==> src/rtl/dsa_pkg.sv <==
// ----------------------------------------------------------------------------
// dsa_pkg
// shared types and constants for the decimal scale aligner
// ----------------------------------------------------------------------------
`default_nettype none

package dsa_pkg;

   localparam int MAX_SCALE_DEF = 28;
   localparam int LOW_W         = 64;
   localparam int HIGH_W        = 32;
   localparam int SCALE_W       = 8;
   localparam int COMMON_W      = 5;
   localparam int WORD_W        = 64;
   localparam int WIDE_W        = 3 * WORD_W;
   localparam int NARROW_W      = LOW_W + HIGH_W;

   typedef struct packed {
      logic [LOW_W-1:0]   a_mantissa_low;
      logic [HIGH_W-1:0]  a_mantissa_high;
      logic [SCALE_W-1:0] a_scale;
      logic [LOW_W-1:0]   b_mantissa_low;
      logic [HIGH_W-1:0]  b_mantissa_high;
      logic [SCALE_W-1:0] b_scale;
   } req_type;

   typedef struct packed {
      logic [WORD_W-1:0]   a_word0;
      logic [WORD_W-1:0]   a_word1;
      logic [WORD_W-1:0]   a_word2;
      logic [WORD_W-1:0]   b_word0;
      logic [WORD_W-1:0]   b_word1;
      logic [WORD_W-1:0]   b_word2;
      logic [COMMON_W-1:0] common_scale;
      logic                scale_error;
   } rsp_type;

endpackage

`default_nettype wire

==> src/rtl/dsa_times_ten.sv <==
// ----------------------------------------------------------------------------
// dsa_times_ten
// shared multiply-by-ten unit, x*8 + x*2 modulo 2^192
// ----------------------------------------------------------------------------
`default_nettype none

module dsa_times_ten (
   input  wire logic [dsa_pkg::WIDE_W-1:0] operand,
   output logic      [dsa_pkg::WIDE_W-1:0] product
);
   import dsa_pkg::*;

   logic [WIDE_W-1:0] times_eight;
   logic [WIDE_W-1:0] times_two;

   assign times_eight = {operand[WIDE_W-4:0], 3'b000};
   assign times_two   = {operand[WIDE_W-2:0], 1'b0};
   assign product     = times_eight + times_two;

endmodule

`default_nettype wire

==> src/rtl/decimal_scale_aligner_top.sv <==
// ----------------------------------------------------------------------------
// decimal_scale_aligner_top
// aligns two 96-bit decimal mantissas to a common power-of-ten scale
// ----------------------------------------------------------------------------
//  channel  dir  handshake            word
//  req      in   req_valid/req_stall  req_type: two mantissas and scales
//  rsp      out  rsp_valid/rsp_stall  rsp_type: two 192-bit mantissas, scale
//
//  after accept the sequencer stays in ST_RUN for |a_scale - b_scale| multiplies
//  by ten, then offers the result in ST_DONE (straight there on error or equal scales)
//  one multiply-by-ten per cycle in ST_RUN through the shared 192-bit shift-add unit
//  req_stall is high from accept until the result word is taken
//  synchronous active-high reset returns the sequencer to idle
// ----------------------------------------------------------------------------
`default_nettype none

module decimal_scale_aligner_top #(
   parameter int MAX_SCALE = dsa_pkg::MAX_SCALE_DEF
) (
   input  wire logic             clock,
   input  wire logic             reset,
   input  wire logic             req_valid,
   output logic                  req_stall,
   input  wire dsa_pkg::req_type req_data,
   output logic                  rsp_valid,
   input  wire logic             rsp_stall,
   output dsa_pkg::rsp_type      rsp_data
);
   import dsa_pkg::*;

   typedef enum logic [1:0] {
      ST_IDLE,
      ST_RUN,
      ST_DONE
   } state_type;

   state_type           state_ff, state_in;
   logic [WIDE_W-1:0]   a_ff, a_in;
   logic [WIDE_W-1:0]   b_ff, b_in;
   logic [COMMON_W-1:0] cnt_ff, cnt_in;
   logic                sel_a_ff, sel_a_in;
   logic [COMMON_W-1:0] common_ff, common_in;
   logic                err_ff, err_in;

   logic [WIDE_W-1:0]   mul_src;
   logic [WIDE_W-1:0]   mul_res;
   logic                bad_scale;
   logic [SCALE_W-1:0]  diff;

   assign mul_src = sel_a_ff ? a_ff : b_ff;

   dsa_times_ten u_times_ten (
      .operand (mul_src),
      .product (mul_res)
   );

   assign bad_scale = (req_data.a_scale > SCALE_W'(MAX_SCALE)) ||
                      (req_data.b_scale > SCALE_W'(MAX_SCALE));
   assign diff = (req_data.a_scale < req_data.b_scale) ?
                 (req_data.b_scale - req_data.a_scale) :
                 (req_data.a_scale - req_data.b_scale);

   always_comb begin
      state_in  = state_ff;
      a_in      = a_ff;
      b_in      = b_ff;
      cnt_in    = cnt_ff;
      sel_a_in  = sel_a_ff;
      common_in = common_ff;
      err_in    = err_ff;
      case (state_ff)
         ST_IDLE: begin
            if (req_valid) begin
               a_in = {{(WIDE_W-NARROW_W){1'b0}},
                       req_data.a_mantissa_high, req_data.a_mantissa_low};
               b_in = {{(WIDE_W-NARROW_W){1'b0}},
                       req_data.b_mantissa_high, req_data.b_mantissa_low};
               sel_a_in = (req_data.a_scale < req_data.b_scale);
               if (bad_scale) begin
                  err_in    = 1'b1;
                  common_in = '0;
                  cnt_in    = '0;
                  state_in  = ST_DONE;
               end else begin
                  err_in    = 1'b0;
                  common_in = (req_data.a_scale < req_data.b_scale) ?
                              req_data.b_scale[COMMON_W-1:0] :
                              req_data.a_scale[COMMON_W-1:0];
                  cnt_in    = diff[COMMON_W-1:0];
                  state_in  = (diff == '0) ? ST_DONE : ST_RUN;
               end
            end
         end
         ST_RUN: begin
            if (sel_a_ff) begin
               a_in = mul_res;
            end else begin
               b_in = mul_res;
            end
            cnt_in = cnt_ff - COMMON_W'(1);
            if (cnt_ff == COMMON_W'(1)) begin
               state_in = ST_DONE;
            end
         end
         ST_DONE: begin
            if (!rsp_stall) begin
               state_in = ST_IDLE;
            end
         end
         default: begin
            state_in = ST_IDLE;
         end
      endcase
   end

   always_ff @(posedge clock) begin
      if (reset) begin
         state_ff <= ST_IDLE;
      end else begin
         state_ff  <= state_in;
         a_ff      <= a_in;
         b_ff      <= b_in;
         cnt_ff    <= cnt_in;
         sel_a_ff  <= sel_a_in;
         common_ff <= common_in;
         err_ff    <= err_in;
      end
   end

   assign req_stall = (state_ff != ST_IDLE);
   assign rsp_valid = (state_ff == ST_DONE);

   always_comb begin
      rsp_data.a_word0      = a_ff[WORD_W-1:0];
      rsp_data.a_word1      = a_ff[2*WORD_W-1:WORD_W];
      rsp_data.a_word2      = a_ff[WIDE_W-1:2*WORD_W];
      rsp_data.b_word0      = b_ff[WORD_W-1:0];
      rsp_data.b_word1      = b_ff[2*WORD_W-1:WORD_W];
      rsp_data.b_word2      = b_ff[WIDE_W-1:2*WORD_W];
      rsp_data.common_scale = common_ff;
      rsp_data.scale_error  = err_ff;
   end

endmodule

`default_nettype wire

==> config.mk <==
export PLATFORM = sky130hd
export DESIGN_NAME = decimal_scale_aligner_top
export DESIGN_NICKNAME = d
export VERILOG_FILES = /design/src/rtl/dsa_pkg.sv /design/src/rtl/dsa_times_ten.sv /design/src/rtl/decimal_scale_aligner_top.sv
export SDC_FILE = /design/constraint.sdc
export NUM_CORES = 1
export LEC_CHECK = 0
export ABC_AREA = 1
export BUFFER_PORTS_ARGS = -buffer_cell sky130_fd_sc_hd__buf_4
export CAP_MARGIN = 40
export CORE_MARGIN = 10
export CORE_UTILIZATION = 29
export CTS_BUF_LIST = sky130_fd_sc_hd__clkbuf_16
export DETAILED_ROUTE_END_ITERATION = 10
export PLACE_DENSITY = 0.47
export SLEW_MARGIN = 30
export SYNTH_ARGS = -nofsm -noshare
export SYNTH_HDL_FRONTEND = slang
export SYNTH_HIERARCHICAL = 1
export SYNTH_SLANG_ARGS = --single-unit
==> constraint.sdc <==
create_clock -name clock -period 31.2 [get_ports clock]
set_clock_uncertainty 0.05 [all_clocks]
set_input_delay 1.56 -clock clock [delete_from_list [all_inputs] [get_ports clock]]
set_output_delay 1.56 -clock clock [all_outputs]
set_load 0.1 [all_outputs]
==> impl_metrics.xml <==
<?xml version="1.0" encoding="UTF-8"?>
<metrics>
  <group name="die">
    <metric name="initial_utilization" unit="">0.2910</metric>
    <metric name="die_area" unit="sq um">159200</metric>
    <metric name="dieWidth" unit="um">399.0</metric>
    <metric name="die-height" unit="um">399.0</metric>
    <metric name="core_area" unit="sq um">143100</metric>
    <metric name="floorplan.rows" unit="">139</metric>
    <metric name="io-pin-count" unit="">604</metric>
  </group>
  <group name="clock_network">
    <metric name="clock_slew_at_reported_path_ffs" unit="ns">0.07</metric>
    <metric name="clock-sinks" unit="">398</metric>
    <metric name="post_cts_buffers" unit="">0</metric>
    <metric name="cts_tree" unit="">built</metric>
    <metric name="cts_hold_repair.buffers" unit="">0</metric>
    <metric name="clockRootBuffer" unit="">clkbuf_16</metric>
    <metric name="cts-buffers-inserted" unit="">50</metric>
    <metric name="cts-htree-levels" unit="">2</metric>
    <metric name="postCtsResizedCells" unit="">0</metric>
    <metric name="cts_buffer_depth" unit="">3</metric>
    <metric name="worstSkewPairLatency" unit="ns">0.66</metric>
  </group>
  <group name="final_layout">
    <metric name="final_cells" unit="">9657</metric>
    <metric name="commonest_cells_after_routing_fill_and_taps_aside" unit="">3525 x nand2_1, 1500 x inv_1, 622 x buf_4</metric>
    <metric name="ratio_of_cells_with_drive_above_1_in_the_final_layout" unit="">0.1461</metric>
    <metric name="final_util" unit="">0.3487</metric>
    <metric name="area_growth" unit="%">19.82</metric>
    <metric name="most_frequent_standard_cell_in_the_layout_excluding_fill_and_tap_cells" unit="">nand2_1</metric>
    <metric name="finalNetCount" unit="">8138</metric>
  </group>
  <group name="placed_design">
    <metric name="place.detailed.instances" unit="">9566</metric>
    <metric name="finalWeightedCongestion" unit="">1.067</metric>
    <metric name="io_buffers" unit="">603</metric>
    <metric name="post-dp-hpwl" unit="um">202100</metric>
  </group>
  <group name="yosys">
    <metric name="synthesis.instances" unit="">7133</metric>
    <metric name="post_synthesis_area_per_instance" unit="sq um">5.840</metric>
    <metric name="mappedNetlistArea" unit="sq um">41660</metric>
    <metric name="ys.warnings.count" unit="">6</metric>
    <metric name="synth.net_count" unit="">7555</metric>
  </group>
  <group name="route">
    <metric name="antenna_violating_nets_post_route" unit="">0</metric>
    <metric name="post_drt_via_cell_ratio" unit="">4.614</metric>
    <metric name="dr.pass1.iters" unit="">6</metric>
    <metric name="routed_wire_length_per_instance" unit="um">23.81</metric>
    <metric name="drc" unit="">0</metric>
    <metric name="drt_iter0_drc" unit="">3570</metric>
    <metric name="detail_route.wirelength" unit="um">229900</metric>
    <metric name="routed-via-count" unit="">44560</metric>
  </group>
  <group name="power">
    <metric name="total_power" unit="uW">2310</metric>
    <metric name="leakagePower" unit="uW">0.02897</metric>
    <metric name="irDropWorstVdd" unit="mV">0.03802</metric>
    <metric name="power.density_cell_area" unit="nW/um^2">46.29</metric>
  </group>
  <group name="grt">
    <metric name="grt.busiest_layer" unit="">met2</metric>
    <metric name="groute.usage.overall" unit="">0.2770</metric>
    <metric name="grt_use_met1" unit="">0.3716</metric>
    <metric name="number_of_antenna_violations_at_the_first_check_in_global_routing" unit="">2</metric>
    <metric name="grt_pass1_vias" unit="">43510</metric>
    <metric name="grt_util_met2" unit="">0.4600</metric>
    <metric name="first_pass_grt_wire_length" unit="um">318100</metric>
    <metric name="grt.met3_usage" unit="">0.04222</metric>
    <metric name="grt_overflow" unit="">0</metric>
    <metric name="grt_start_max_net_pins" unit="">110</metric>
  </group>
  <group name="sta">
    <metric name="rsz0062_at_grt" unit="">no</metric>
    <metric name="max-slew-margin-rel" unit="">0.3128</metric>
    <metric name="finalSetupViolCount" unit="">0</metric>
    <metric name="timing.setup.tns" unit="ns">0</metric>
    <metric name="final.period_utilization" unit="">0.1813</metric>
    <metric name="maximum_operating_frequency" unit="MHz">176.8</metric>
    <metric name="worst-slew-pin-transition" unit="ns">1.031</metric>
    <metric name="finalCriticalPeriod" unit="ns">5.657</metric>
    <metric name="finalHoldViolCount" unit="">0</metric>
    <metric name="final.hold.worst_slack" unit="ns">0.6002</metric>
    <metric name="timing.final.max_slew_violations" unit="">0</metric>
  </group>
  <group name="job">
    <metric name="maxcap_violations" unit="">0</metric>
  </group>
  <group name="setup_path">
    <metric name="critPathKind" unit="">flop to flop</metric>
    <metric name="wp_data_arrival" unit="ns">6.01</metric>
    <metric name="crit-reg2reg-capture" unit="">a_ff[191]</metric>
    <metric name="crit_fanout" unit="">46</metric>
    <metric name="setup.worst_path.end_class" unit="">flop</metric>
    <metric name="setup.worst_path.start_class" unit="">flop</metric>
    <metric name="timing.critical_path.to" unit="">a_ff[191]</metric>
    <metric name="worst_r2r_path_cells" unit="">20</metric>
    <metric name="crit_required" unit="ns">31.56</metric>
    <metric name="startpoint" unit="">sel_a_ff</metric>
    <metric name="r2r_start" unit="">sel_a_ff</metric>
    <metric name="r2r_slack" unit="ns">25.54</metric>
  </group>
  <group name="hold_path">
    <metric name="hold_path.class" unit="">flop to flop</metric>
  </group>
  <group name="outcome">
    <metric name="status" unit="">finished clean</metric>
  </group>
</metrics>
-- layer usage --
metal | share of wire | up-vias
met5 | 0.000043 | -
met4 | 0.030 | 2
met3 | 0.061 | 200
met2 | 0.46 | 1309
met1 | 0.45 | 20920
li1 | - | 22120
-- critical path, cell delays in order, from the launching register on --
cell and delay, ns:
edfxtp_1 0.42, buf_4 0.43, buf_4 0.52, buf_4 0.46, nand2_1 0.09, nand2_1 0.19, ha_1 0.26, nand2_1 0.22
nor2_1 0.48, nand2_1 0.14, nor2_1 0.40, inv_1 0.12, nor2_1 0.37, nand2_1 0.14, nor2_1 0.12, nand2_1 0.18
nand3_1 0.14, nand2_1 0.06, nand2_1 0.09, inv_1 0.05, nor2_1 0.37
-- flip-flops by register name, indices dropped and copies added (netlist names) --
signal / cells
err_ff: 1
cnt_ff: 5
state_ff: 2
common_ff: 5
sel_a_ff: 1
b_ff: 192
a_ff: 192
-- worst min path at each step --
stage                  end   startpoint  slack (ns)  cells after the start
2_1_floorplan  state_ff[1]  state_ff[1]        0.53                      3
3_3_place_gp     cnt_ff[0]    cnt_ff[0]        0.58                      1
3_5_place_dp     cnt_ff[0]    cnt_ff[0]        0.60                      1
4_1_cts          cnt_ff[0]    cnt_ff[0]        0.61                      1
5_1_grt          cnt_ff[4]    cnt_ff[4]        0.64                      2
6_report         cnt_ff[0]    cnt_ff[0]        0.60                      1
-- power by group --
part / internal (uW) / total, uW / leakage (uW) / switching [uW]
logic: 257 / 1120 / 0.0244 / 859
registers: 626 / 646 / 0.00378 / 19.9
clock network: 304 / 548 / 0.000758 / 244
-- final cells by class --
type | instances | area (sq um)
antenna | 5 | 12.51
clock buffer | 50 | 1251
clock inverter | 35 | 224.0
fill | 16560 | 93220
inverter | 1600 | 6018
multi-input combinational | 5041 | 23370
sequential | 398 | 11930
tap | 1903 | 2381
timing repair buffer | 625 | 4725
-- stage by stage --
step                      cell area (sq um)  worst slack, ns
after CTS                             49890            25.50
after global placement                48390            25.53
final                                 49910            25.54
after global routing                  49900            25.14
after floorplan                       41660            18.89
after detailed placement              48410            25.54
Power figures use the tool's default switching activity.
